**config.mk**
```make
export PLATFORM = sky130hd
export DESIGN_NAME = tcp_ip_header_anomaly_checker_core
export DESIGN_NICKNAME = d
export VERILOG_FILES = /design/src/rtl/thac_pkg.sv /design/src/rtl/thac_word_check.sv /design/src/rtl/tcp_ip_header_anomaly_checker_core.sv
export SDC_FILE = /design/constraint.sdc
export NUM_CORES = 1
export LEC_CHECK = 0
export BUFFER_PORTS_ARGS = -buffer_cell sky130_fd_sc_hd__buf_4
export CAP_MARGIN = 20
export CORE_UTILIZATION = 40
export CTS_CLUSTER_SIZE = 8
export DETAILED_ROUTE_END_ITERATION = 12
export MAX_ROUTING_LAYER = met4
export PLACE_DENSITY = 0.6
export SLEW_MARGIN = 0
export SYNTH_ARGS = -nofsm -noshare
export SYNTH_HDL_FRONTEND = slang
export SYNTH_SLANG_ARGS = --single-unit
```
**constraint.sdc**
```tcl
create_clock -name clock -period 8.6 [get_ports clock]
set_clock_uncertainty 0.2 [all_clocks]
set_input_delay 0.86 -clock clock [delete_from_list [all_inputs] [get_ports clock]]
set_output_delay 0.86 -clock clock [all_outputs]
set_load 0.02 [all_outputs]
```
**src/rtl/thac_pkg.sv**
```systemverilog
`timescale 1ns / 1ps
// ----------------------------------------------------------------------------
// thac_pkg: shared types and constants of the TCP/IP header anomaly checker
// Holds the anomaly bit positions, header word positions, the per-word
// check result bundle and the TCP flag combination check.
// ----------------------------------------------------------------------------
package thac_pkg;

   // Widths of the datapath.
   localparam int WordW  = 16;
   localparam int FlagW  = 18;
   localparam int IdxW   = 6;
   localparam int TotalW = 5;
   localparam int ExpW   = 17;

   typedef logic [WordW-1:0]  word_type;
   typedef logic [FlagW-1:0]  flags_type;
   typedef logic [IdxW-1:0]   index_type;
   typedef logic [TotalW-1:0] total_type;
   typedef logic [ExpW-1:0]   expect_type;

   // Anomaly bit positions in the result mask.
   localparam int FlSynFin    = 0;
   localparam int FlSynRst    = 1;
   localparam int FlFinRst    = 2;
   localparam int FlFinNoAck  = 3;
   localparam int FlPshNoAck  = 4;
   localparam int FlUrgNoAck  = 5;
   localparam int FlNoFlags   = 6;
   localparam int FlFinOnly   = 7;
   localparam int FlFinPsh    = 8;
   localparam int FlDoffShort = 9;
   localparam int FlVersion   = 10;
   localparam int FlTtlZero   = 11;
   localparam int FlIhlShort  = 12;
   localparam int FlProtocol  = 13;
   localparam int FlTos       = 14;
   localparam int FlLength    = 15;
   localparam int FlChecksum  = 16;
   localparam int FlDfFrag    = 17;

   // Word positions within the IP header.
   localparam index_type IdxVerIhl   = 6'd0;
   localparam index_type IdxLength   = 6'd1;
   localparam index_type IdxFrag     = 6'd3;
   localparam index_type IdxTtlProto = 6'd4;
   localparam index_type IdxSumLast  = 6'd9;
   localparam index_type SumWords    = 6'd10;

   // Offsets from the end of the IP part to the TCP flag word and last word.
   localparam index_type TcpFlagOfs = 6'd6;
   localparam index_type TcpLastOfs = 6'd9;

   localparam total_type  DefaultTotal = 5'd10;
   localparam word_type   ChecksumOk   = 16'hFFFF;
   localparam expect_type FixedTcpLen  = 17'd20;

   localparam logic [3:0] MinIhl     = 4'd5;
   localparam logic [3:0] MinDoff    = 4'd5;
   localparam logic [3:0] Version4   = 4'd4;
   localparam logic [3:0] Version6   = 4'd6;
   localparam logic [7:0] MaxTos     = 8'd6;
   localparam logic [7:0] ProtoTcp   = 8'd6;

   // Next state and new anomaly bits for one header word.
   typedef struct packed {
      word_type  sum_next;
      total_type total_next;
      word_type  length_next;
      flags_type new_flags;
      logic      last;
   } word_result_type;

   // Bad TCP flag combinations and short data offset, from the flags word.
   function automatic flags_type tcp_flag_checks(input word_type w);
      logic fin;
      logic syn;
      logic rst;
      logic psh;
      logic ack;
      logic urg;
      logic quiet;
      flags_type f;
      fin   = w[0];
      syn   = w[1];
      rst   = w[2];
      psh   = w[3];
      ack   = w[4];
      urg   = w[5];
      quiet = !urg && !ack && !rst && !syn;
      f = '0;
      f[FlSynFin]    = syn && fin;
      f[FlSynRst]    = syn && rst;
      f[FlFinRst]    = fin && rst;
      f[FlFinNoAck]  = !ack && fin;
      f[FlPshNoAck]  = !ack && psh;
      f[FlUrgNoAck]  = !ack && urg;
      f[FlNoFlags]   = quiet && !psh && !fin;
      f[FlFinOnly]   = quiet && !psh && fin;
      f[FlFinPsh]    = quiet && psh && fin;
      f[FlDoffShort] = w[15:12] < MinDoff;
      return f;
   endfunction

endpackage

```
**src/rtl/thac_word_check.sv**
```systemverilog
`timescale 1ns / 1ps
// ----------------------------------------------------------------------------
// thac_word_check: checks of one header word
// Given the word, its position and the header state, works out the running
// checksum, captured fields, new anomaly bits and whether the word is last.
// ----------------------------------------------------------------------------
module thac_word_check (
   input  thac_pkg::word_type        header_word,
   input  thac_pkg::word_type        payload_bytes,
   input  thac_pkg::index_type       word_index,
   input  thac_pkg::word_type        checksum_sum,
   input  thac_pkg::total_type       ip_word_total,
   input  thac_pkg::word_type        length_field,
   output thac_pkg::word_result_type result
);
   import thac_pkg::*;

   logic [WordW:0] raw_sum;
   word_type       folded_sum;
   logic [3:0]     ihl;
   index_type      flag_pos;
   index_type      last_pos;
   expect_type     expect_len;

   // Ones-complement add with end-around carry.
   assign raw_sum    = {1'b0, checksum_sum} + {1'b0, header_word};
   assign folded_sum = raw_sum[WordW-1:0] + {{(WordW-1){1'b0}}, raw_sum[WordW]};
   assign ihl        = header_word[11:8];

   // Positions of the TCP flags word and the final TCP word.
   assign flag_pos = {1'b0, ip_word_total} + TcpFlagOfs;
   assign last_pos = {1'b0, ip_word_total} + TcpLastOfs;

   // Expected total length, kept one bit wider so overflow never matches.
   assign expect_len = {{(ExpW-TotalW-1){1'b0}}, ip_word_total, 1'b0} + FixedTcpLen
                       + {1'b0, payload_bytes};

   always_comb begin
      result             = '0;
      result.sum_next    = (word_index < SumWords) ? folded_sum : checksum_sum;
      result.total_next  = ip_word_total;
      result.length_next = length_field;
      result.last        = (word_index == last_pos);

      // Field checks of the IP header words.
      if (word_index == IdxVerIhl) begin
         result.new_flags[FlVersion]  = (header_word[15:12] != Version4) &&
                                        (header_word[15:12] != Version6);
         result.new_flags[FlIhlShort] = ihl < MinIhl;
         result.new_flags[FlTos]      = header_word[7:0] > MaxTos;
         result.total_next            = (ihl > MinIhl) ? {ihl, 1'b0} : DefaultTotal;
      end else if (word_index == IdxLength) begin
         result.length_next = header_word;
      end else if (word_index == IdxFrag) begin
         result.new_flags[FlDfFrag] = header_word[14] && (header_word[12:0] != 13'd0);
      end else if (word_index == IdxTtlProto) begin
         result.new_flags[FlTtlZero]  = header_word[15:8] == 8'd0;
         result.new_flags[FlProtocol] = header_word[7:0] != ProtoTcp;
      end

      // Checksum verdict once the tenth word has been added.
      if (word_index == IdxSumLast) begin
         result.new_flags[FlChecksum] = folded_sum != ChecksumOk;
      end

      // TCP flag combinations.
      if (word_index == flag_pos) begin
         result.new_flags = result.new_flags | tcp_flag_checks(header_word);
      end

      // Length comparison on the final word.
      if (result.last) begin
         result.new_flags[FlLength] = {1'b0, length_field} != expect_len;
      end
   end

endmodule

```
**src/rtl/tcp_ip_header_anomaly_checker_core.sv**
```systemverilog
`timescale 1ns / 1ps
// ----------------------------------------------------------------------------
// tcp_ip_header_anomaly_checker_core: IPv4/TCP header sanity checker
// Walks a header one 16-bit word per transfer and reports an anomaly mask.
// ----------------------------------------------------------------------------
// Usage:
//   The req_ channel carries header words in network order, the IP header
//   first (10 words, or ihl*2 words when ihl exceeds 5) and then 10 TCP
//   words. req_payload_bytes is only looked at with the final TCP word.
//   Every word other than the final TCP word is absorbed with no output.
//   After the final TCP word, one transfer on the rsp_ channel carries the
//   18-bit anomaly mask and the packet_bad summary bit.
//   Throughput is one word per cycle but for the stall below: each word
//   is checked by a small add and compare and folded into the header state
//   in the cycle it transfers. The result appears in the rsp_ register in
//   the cycle after the final word. When the receiver stalls, the result
//   is held in that register and new words are still taken until another
//   final word arrives, which waits until the held result transfers.
//   Reset returns the block to the start of a header with no result pending.
// ----------------------------------------------------------------------------
module tcp_ip_header_anomaly_checker_core (
   input  logic                   clock,
   input  logic                   reset,
   input  logic                   req_valid,
   output logic                   req_ready,
   input  thac_pkg::word_type     req_header_word,
   input  thac_pkg::word_type     req_payload_bytes,
   output logic                   rsp_valid,
   input  logic                   rsp_ready,
   output thac_pkg::flags_type    rsp_error_flags,
   output logic                   rsp_packet_bad
);
   import thac_pkg::*;

   index_type       word_index_ff,    word_index_in;
   word_type        checksum_sum_ff,  checksum_sum_in;
   total_type       ip_word_total_ff, ip_word_total_in;
   word_type        length_field_ff,  length_field_in;
   flags_type       partial_flags_ff, partial_flags_in;
   logic            rsp_valid_ff,     rsp_valid_in;
   flags_type       rsp_flags_ff,     rsp_flags_in;
   logic            rsp_bad_ff,       rsp_bad_in;
   word_result_type check;
   logic            accept;
   logic            finish;
   flags_type       final_flags;

   // Per-word checks.
   thac_word_check u_word_check (
      .header_word   (req_header_word),
      .payload_bytes (req_payload_bytes),
      .word_index    (word_index_ff),
      .checksum_sum  (checksum_sum_ff),
      .ip_word_total (ip_word_total_ff),
      .length_field  (length_field_ff),
      .result        (check)
   );

   // A word transfers unless a held result would be overwritten.
   assign req_ready   = !rsp_valid_ff || rsp_ready || !check.last;
   assign accept      = req_valid && req_ready;
   assign finish      = accept && check.last;
   assign final_flags = partial_flags_ff | check.new_flags;

   // Header state: advance on every word, restart after the final word.
   always_comb begin
      word_index_in    = word_index_ff;
      checksum_sum_in  = checksum_sum_ff;
      ip_word_total_in = ip_word_total_ff;
      length_field_in  = length_field_ff;
      partial_flags_in = partial_flags_ff;
      if (finish) begin
         word_index_in    = '0;
         checksum_sum_in  = '0;
         ip_word_total_in = DefaultTotal;
         length_field_in  = '0;
         partial_flags_in = '0;
      end else if (accept) begin
         word_index_in    = word_index_ff + 6'd1;
         checksum_sum_in  = check.sum_next;
         ip_word_total_in = check.total_next;
         length_field_in  = check.length_next;
         partial_flags_in = final_flags;
      end
   end

   // Result register: loaded on the final word, cleared when taken.
   always_comb begin
      rsp_flags_in = rsp_flags_ff;
      rsp_bad_in   = rsp_bad_ff;
      if (finish) begin
         rsp_valid_in = 1'b1;
         rsp_flags_in = final_flags;
         rsp_bad_in   = final_flags != '0;
      end else if (rsp_ready) begin
         rsp_valid_in = 1'b0;
      end else begin
         rsp_valid_in = rsp_valid_ff;
      end
   end

   always_ff @(posedge clock) begin
      if (reset) begin
         word_index_ff    <= '0;
         checksum_sum_ff  <= '0;
         ip_word_total_ff <= DefaultTotal;
         length_field_ff  <= '0;
         partial_flags_ff <= '0;
         rsp_valid_ff     <= 1'b0;
      end else begin
         word_index_ff    <= word_index_in;
         checksum_sum_ff  <= checksum_sum_in;
         ip_word_total_ff <= ip_word_total_in;
         length_field_ff  <= length_field_in;
         partial_flags_ff <= partial_flags_in;
         rsp_valid_ff     <= rsp_valid_in;
      end
   end

   always_ff @(posedge clock) begin
      rsp_flags_ff <= rsp_flags_in;
      rsp_bad_ff   <= rsp_bad_in;
   end

   assign rsp_valid       = rsp_valid_ff;
   assign rsp_error_flags = rsp_flags_ff;
   assign rsp_packet_bad  = rsp_bad_ff;

endmodule
```
==> results.json, run 1 <==
{
  "dpl.hpwl_um": 10860,
  "stdcell_count": 860,
  "gp_congestion": 0.8821,
  "drt_iter0_drc": 253,
  "hold_path_end": "partial_flags_ff[17]",
  "crit_fanout": 8,
  "ys_ff_latch": 80,
  "post-route-period-util_pct": 63.36,
  "drive_gt1_share_pct": 12.94,
  "p_leak_nw": 2.620,
  "ir_drop_mv": 0.09323,
  "r2r-end": "rsp_error_flags[16]",
  "syn_area_um2": 5341,
  "ios": 57,
  "fillers": 1240,
  "worstSetupEndpointType": "flip-flop",
  "final_cell_mix": "71 x nand2_1, 65 x nor2_1, 61 x dfxtp_1",
  "post_cts_resized": 0,
  "multi_input_area_um2": 3341,
  "pre_cts_ws_ns": 2.848,
  "clk_path_buf_depth": 2,
  "wire_per_inst_um": 16.62,
  "max_clock_freq_mhz": 183.5,
  "drv_slew": 0,
  "cts_max_level": 3,
  "grt_max_degree": 49,
  "nets": 751,
  "min-delay-path-class": "flip-flop to flip-flop",
  "reg2regPathDepth": 19,
  "grt_pass1_vias": 4602,
  "grt_pass1_wl_um": 23230,
  "stdcell_area_um2": 6192,
  "ys_async_sr_fraction_pct": 0,
  "worstMarginPinSlew_ns": 1.053,
  "yosysWarnings": 0,
  "initial_utilization_pct": 41.65,
  "cap_violations": 0,
  "placed_cell_area_um2": 5881,
  "diodes": 0,
  "gr-total-overflow": 0,
  "synthCells": 641,
  "synthToLayoutAreaGrowth_pct": 15.93,
  "drt-vias-per-instance": 5.603,
  "vias": 4819,
  "grt_antenna_before_repair": 0,
  "status": "finished clean",
  "reg2reg_slack_ns": 3.49,
  "rsz0062_at_grt": "no",
  "cts_hold_buf": 0,
  "portBuffers": 56,
  "cts_setup_buffers": 0,
  "slew_headroom_pct": 29.80,
  "min_period_ns": 5.449,
  "clkSinkCount": 80,
  "drc": 0,
  "critPathLaunchType": "primary input",
  "min-delay-start": "partial_flags_ff[17]",
  "clkTransAtPathRegs_ns": 0.06,
  "die_height_um": 117.6,
  "synth.distinct_cells": 65,
  "p_per_area_nw_per_um2": 184.9,
  "clk_latency_ns": 0.34,
  "synthFlopType": "dfxtp_1",
  "synth_area_per_cell_um2": 8.333,
  "r2r_start": "checksum_sum_ff[0]",
  "setup_viol": 0,
  "seq_area_frac_synth_pct": 33.54,
  "rows": 41,
  "synth_edf_count": 19,
  "core-area_um2": 12820,
  "drt_wl_total_um": 14290,
  "cts_root_buf": "clkbuf_16",
  "arrival_ns": 5.33,
  "crit_required_ns": 8.49,
  "path_class": "primary input to flip-flop",
  "tns_ns": 0,
  "die_x_um": 117.6,
  "post-route-util_pct": 48.28,
  "mostFrequentLayoutCell": "nand2_1",
  "ant_nets": 0,
  "min_delay_path_depth": 2,
  "ff_latch_area_um2": 1792,
  "dp.cells": 844,
  "synth_nets": 709,
  "hold_viol_final": 0,
  "cts_buffers": 9,
  "layout_setup_ws_ns": 3.151,
  "cts_tree": "yes",
  "drt_first_pass_iters": 5,
  "die_area_um2": 13820,
  "grt_util_all_layers_pct": 22.00
}
==> cells by family after synthesis <==
group / after synthesis / share of synthesized area, %
and+or+nand+nor: 256 / 23.75
AOI/OAI and AO/OA: 155 / 20.52
DFF: 80 / 33.54
xor gates and xnor gates: 56 / 9.182
buffers and inverters: 55 / 3.912
adders and majority gates: 32 / 7.777
muxes: 7 / 1.312
==> critical path, cell delays in order <==
cell	delay, ns
buf_4	0.13
ha_1	0.23
inv_1	0.07
fa_1	0.39
nand2b_1	0.20
a21oi_1	0.28
a21o_1	0.21
a41oi_1	0.21
o21ai_0	0.25
a21o_1	0.15
a21o_1	0.11
a21o_1	0.13
ha_1	0.17
ha_1	0.24
xnor2_1	0.11
or4_1	0.48
or3_1	0.35
a2111o_1	0.43
nor3_1	0.22
a21boi_1	0.11
==> synthesized netlist by cell type (5+ instances only) <==
cell type	instances	share of area (%)
a21oi_1	45	4.2
o21bai_1	5	0.70
a211oi_1	11	1.5
nor3_1	22	2.1
edfxtp_1	19	11
ha_1	30	7.0
nand3_1	21	2.0
a21o_1	9	1.3
mux2i_1	7	1.3
nor2_1	65	4.6
nand2_1	71	5.0
or3_1	6	0.70
clkbuf_1	22	1.5
o21ai_0	17	1.6
xor2_1	21	3.4
or2_2	7	0.82
and3_1	7	0.82
nand4_1	11	1.3
nor2b_1	6	0.70
dfxtp_1	61	23
o211ai_1	10	1.4
o211a_1	8	1.5
nor4_1	5	0.59
xnor2_1	35	5.7
inv_1	30	2.1
a41oi_1	6	0.98
nor3b_1	6	0.84
a31oi_1	7	0.82
==> worst max path at each step <==
stage                             from                  end  cells after the start
floorplan           req_header_word[1]       rsp_packet_bad                     19
global placement    req_header_word[0]       rsp_packet_bad                     20
detailed placement  req_header_word[0]  rsp_error_flags[16]                     20
CTS                 req_header_word[0]  rsp_error_flags[16]                     20
global route        req_header_word[0]       rsp_packet_bad                     20
finish              req_header_word[0]  rsp_error_flags[16]                     20
==> sequential cells by signal (all words and copies together) (netlist names) <==
| signal | cells |
|---|---|
| checksum_sum_ff | 16 |
| ip_word_total_ff | 4 |
| length_field_ff | 16 |
| partial_flags_ff | 18 |
| rsp_error_flags | 18 |
| rsp_packet_bad | 1 |
| rsp_valid | 1 |
| word_index_ff | 6 |
==> metrics by stage <==
step                      hold WS (ns)  power [W]
after CTS                       0.2622   0.001154
after global placement          0.2415  0.0007520
after floorplan                 0.2293  0.0006689
after detailed placement        0.2478  0.0007547
final                           0.2632   0.001145
after global routing            0.2824   0.001210
==> where the power goes <==
part           total, W  leakage, nW  internal [W]  switching (W)
Combinational  0.000336         1.79      0.000133       0.000203
Clock          0.000395        0.156      0.000239       0.000156
Sequential     0.000414        0.678      0.000401      0.0000127
Total           0.00114         2.62      0.000773       0.000372
==> metal layers <==
layer  GRT usage (%)  up-vias  share of wire, %
li1                -     2416                 -
met1           27.39     2272                45
met2           36.46      122                48
met3           4.360        9               4.8
met4           5.529        0               1.3
met5               -        -                 0
==> layout make-up <==
type	instances	share of cell area, %
Multi-Input combinational cell	506	53.95
Sequential cell	80	28.94
Timing Repair Buffer	56	6.789
Clock buffer	13	4.728
Tap cell	172	3.475
Inverter	30	1.819
Clock inverter	3	0.3031
Note: power is estimated with default switching activity, not from simulation.
==> run 2, diff against run 1 <==
- clock period: 8.6 -> 5.05 ns (I/O delays scaled with it)
==> run 2 against run 1 <==
Against the previous run: flip-flop and latch count unchanged; clock power increased by 81%; combinational power increased by 79%; utilization increased by 1.8 points; global-route usage increased by 0.054 points; register-to-register slack got worse by 3.2 ns; power increased by 76%; critical endpoint unchanged; largest power group is now clock; via count increased by 3.3%; critical path depth decreased by 3; routed wire length increased by 2.0%; clock-buffer cell count decreased by 3; design area increased by 3.7%.
==> results.json, run 2 (synthesis results as in run 1) <==
{
  "status": "finished clean",
  "tns_ns": 0,
  "initial_utilization_pct": 41.65,
  "clk_path_buf_depth": 2,
  "synthToLayoutAreaGrowth_pct": 20.22,
  "fillers": 1256,
  "placed_cell_area_um2": 6083,
  "drv_slew": 0,
  "clkSinkCount": 80,
  "cts_hold_buf": 0,
  "cts_tree": "yes",
  "nets": 779,
  "cts_buffers": 9,
  "min_period_ns": 4.767,
  "rsz0062_at_grt": "no",
  "ir_drop_mv": 0.2039,
  "setup_viol": 0,
  "grt_antenna_before_repair": 0,
  "drc": 0,
  "min-delay-path-class": "primary input to flip-flop",
  "drt_wl_total_um": 14580,
  "layout_setup_ws_ns": 0.2833,
  "diodes": 0,
  "drt_iter0_drc": 396,
  "hold_viol_final": 0,
  "stdcell_area_um2": 6421,
  "ant_nets": 0,
  "worstMarginPinSlew_ns": 1.030,
  "wire_per_inst_um": 16.42,
  "die_area_um2": 13820,
  "cts_root_buf": "clkbuf_16",
  "ios": 57,
  "dpl.hpwl_um": 11100,
  "cts_max_level": 3,
  "slew_headroom_pct": 31.34,
  "crit_fanout": 5,
  "critPathLaunchType": "flip-flop",
  "arrival_ns": 4.66,
  "drive_gt1_share_pct": 16.62,
  "final_cell_mix": "84 x buf_4, 71 x nand2_1, 65 x nor2_1",
  "grt_max_degree": 49,
  "clkTransAtPathRegs_ns": 0.06,
  "max_clock_freq_mhz": 209.8,
  "post-route-period-util_pct": 94.39,
  "p_per_area_nw_per_um2": 314.6,
  "gr-total-overflow": 0,
  "die_x_um": 117.6,
  "pre_cts_ws_ns": -0.02621,
  "core-area_um2": 12820,
  "crit_required_ns": 4.94,
  "mostFrequentLayoutCell": "buf_4",
  "portBuffers": 56,
  "die_height_um": 117.6,
  "cap_violations": 0,
  "p_leak_nw": 2.759,
  "gp_congestion": 0.9052,
  "vias": 4979,
  "clk_latency_ns": 0.35,
  "drt-vias-per-instance": 5.607,
  "grt_pass1_vias": 4674,
  "grt_util_all_layers_pct": 22.05,
  "drt_first_pass_iters": 5,
  "path_class": "flip-flop to flip-flop",
  "grt_pass1_wl_um": 23540,
  "rows": 41,
  "worstSetupEndpointType": "flip-flop"
}
[run 2: layer usage]
metal / global-route usage (%) / up-vias / wire length [um]
li1: - / 2477 / -
met1: 28.62 / 2353 / 6748
met2: 35.39 / 136 / 6894
met3: 3.731 / 13 / 778
met4: 6.010 / 0 / 161
met5: - / - / 0
[run 2: final timing paths]
kind / startpoint / endpoint / slack, ns / cells past startpoint
setup reg to reg: checksum_sum_ff[8] / rsp_error_flags[16] / 0.28 / 17
hold reg to reg: checksum_sum_ff[0] / checksum_sum_ff[0] / 0.27 / 2
hold / removal: reset / rsp_valid / 0.14 / 2
setup / recovery: checksum_sum_ff[8] / rsp_error_flags[16] / 0.28 / 17
[run 2: power breakdown]
part	total [W]	leakage, nW	internal [W]	switching (W)
logic	0.000602	1.93	0.000249	0.000353
registers	0.000705	0.678	0.000683	0.0000221
clock network	0.000713	0.153	0.000436	0.000277
[run 2: through the flow]
step,std cells,hold WS [ns],utilization [%],total power [W]
floorplan,641,0.2293,-,0.001139
global placement,871,0.2422,47.43,0.001300
detailed placement,871,0.2591,47.43,0.001309
CTS,887,0.1283,49.92,0.002024
global route,888,0.1339,50.07,0.002126
finish,888,0.1391,50.07,0.002020
[run 2: timing repair]
item | in CTS | in global routing
setup buffers | 0 | 1
setup endpoints to repair | 0 | 2
endpoints found under the hold margin | 0 | 0
gates resized for setup | 0 | 2
[run 2: final cells by class]
class	instances	area (um^2)	share of cell area, %
Inverter	30	112.6	1.754
Sequential cell	80	1792	27.90
Tap cell	172	215.2	3.352
Clock buffer	10	229.0	3.566
Multi-Input combinational cell	506	3352	52.20
Timing Repair Buffer	84	630.6	9.821
Clock inverter	6	90.09	1.403
[run 2: critical path, cell delays in order (launching register included)]
cell and delay [ns]:
dfxtp_1 0.32, ha_1 0.35, a21oi_1 0.21, o211ai_1 0.16
a21o_1 0.21, a41oi_1 0.24, o21ai_0 0.12, a21o_1 0.18
a21o_1 0.17, a21o_1 0.18, ha_1 0.22, ha_1 0.24
xnor2_1 0.16, or4_1 0.47, or3_1 0.35, a2111o_1 0.42
nor3_1 0.22, a21boi_1 0.11
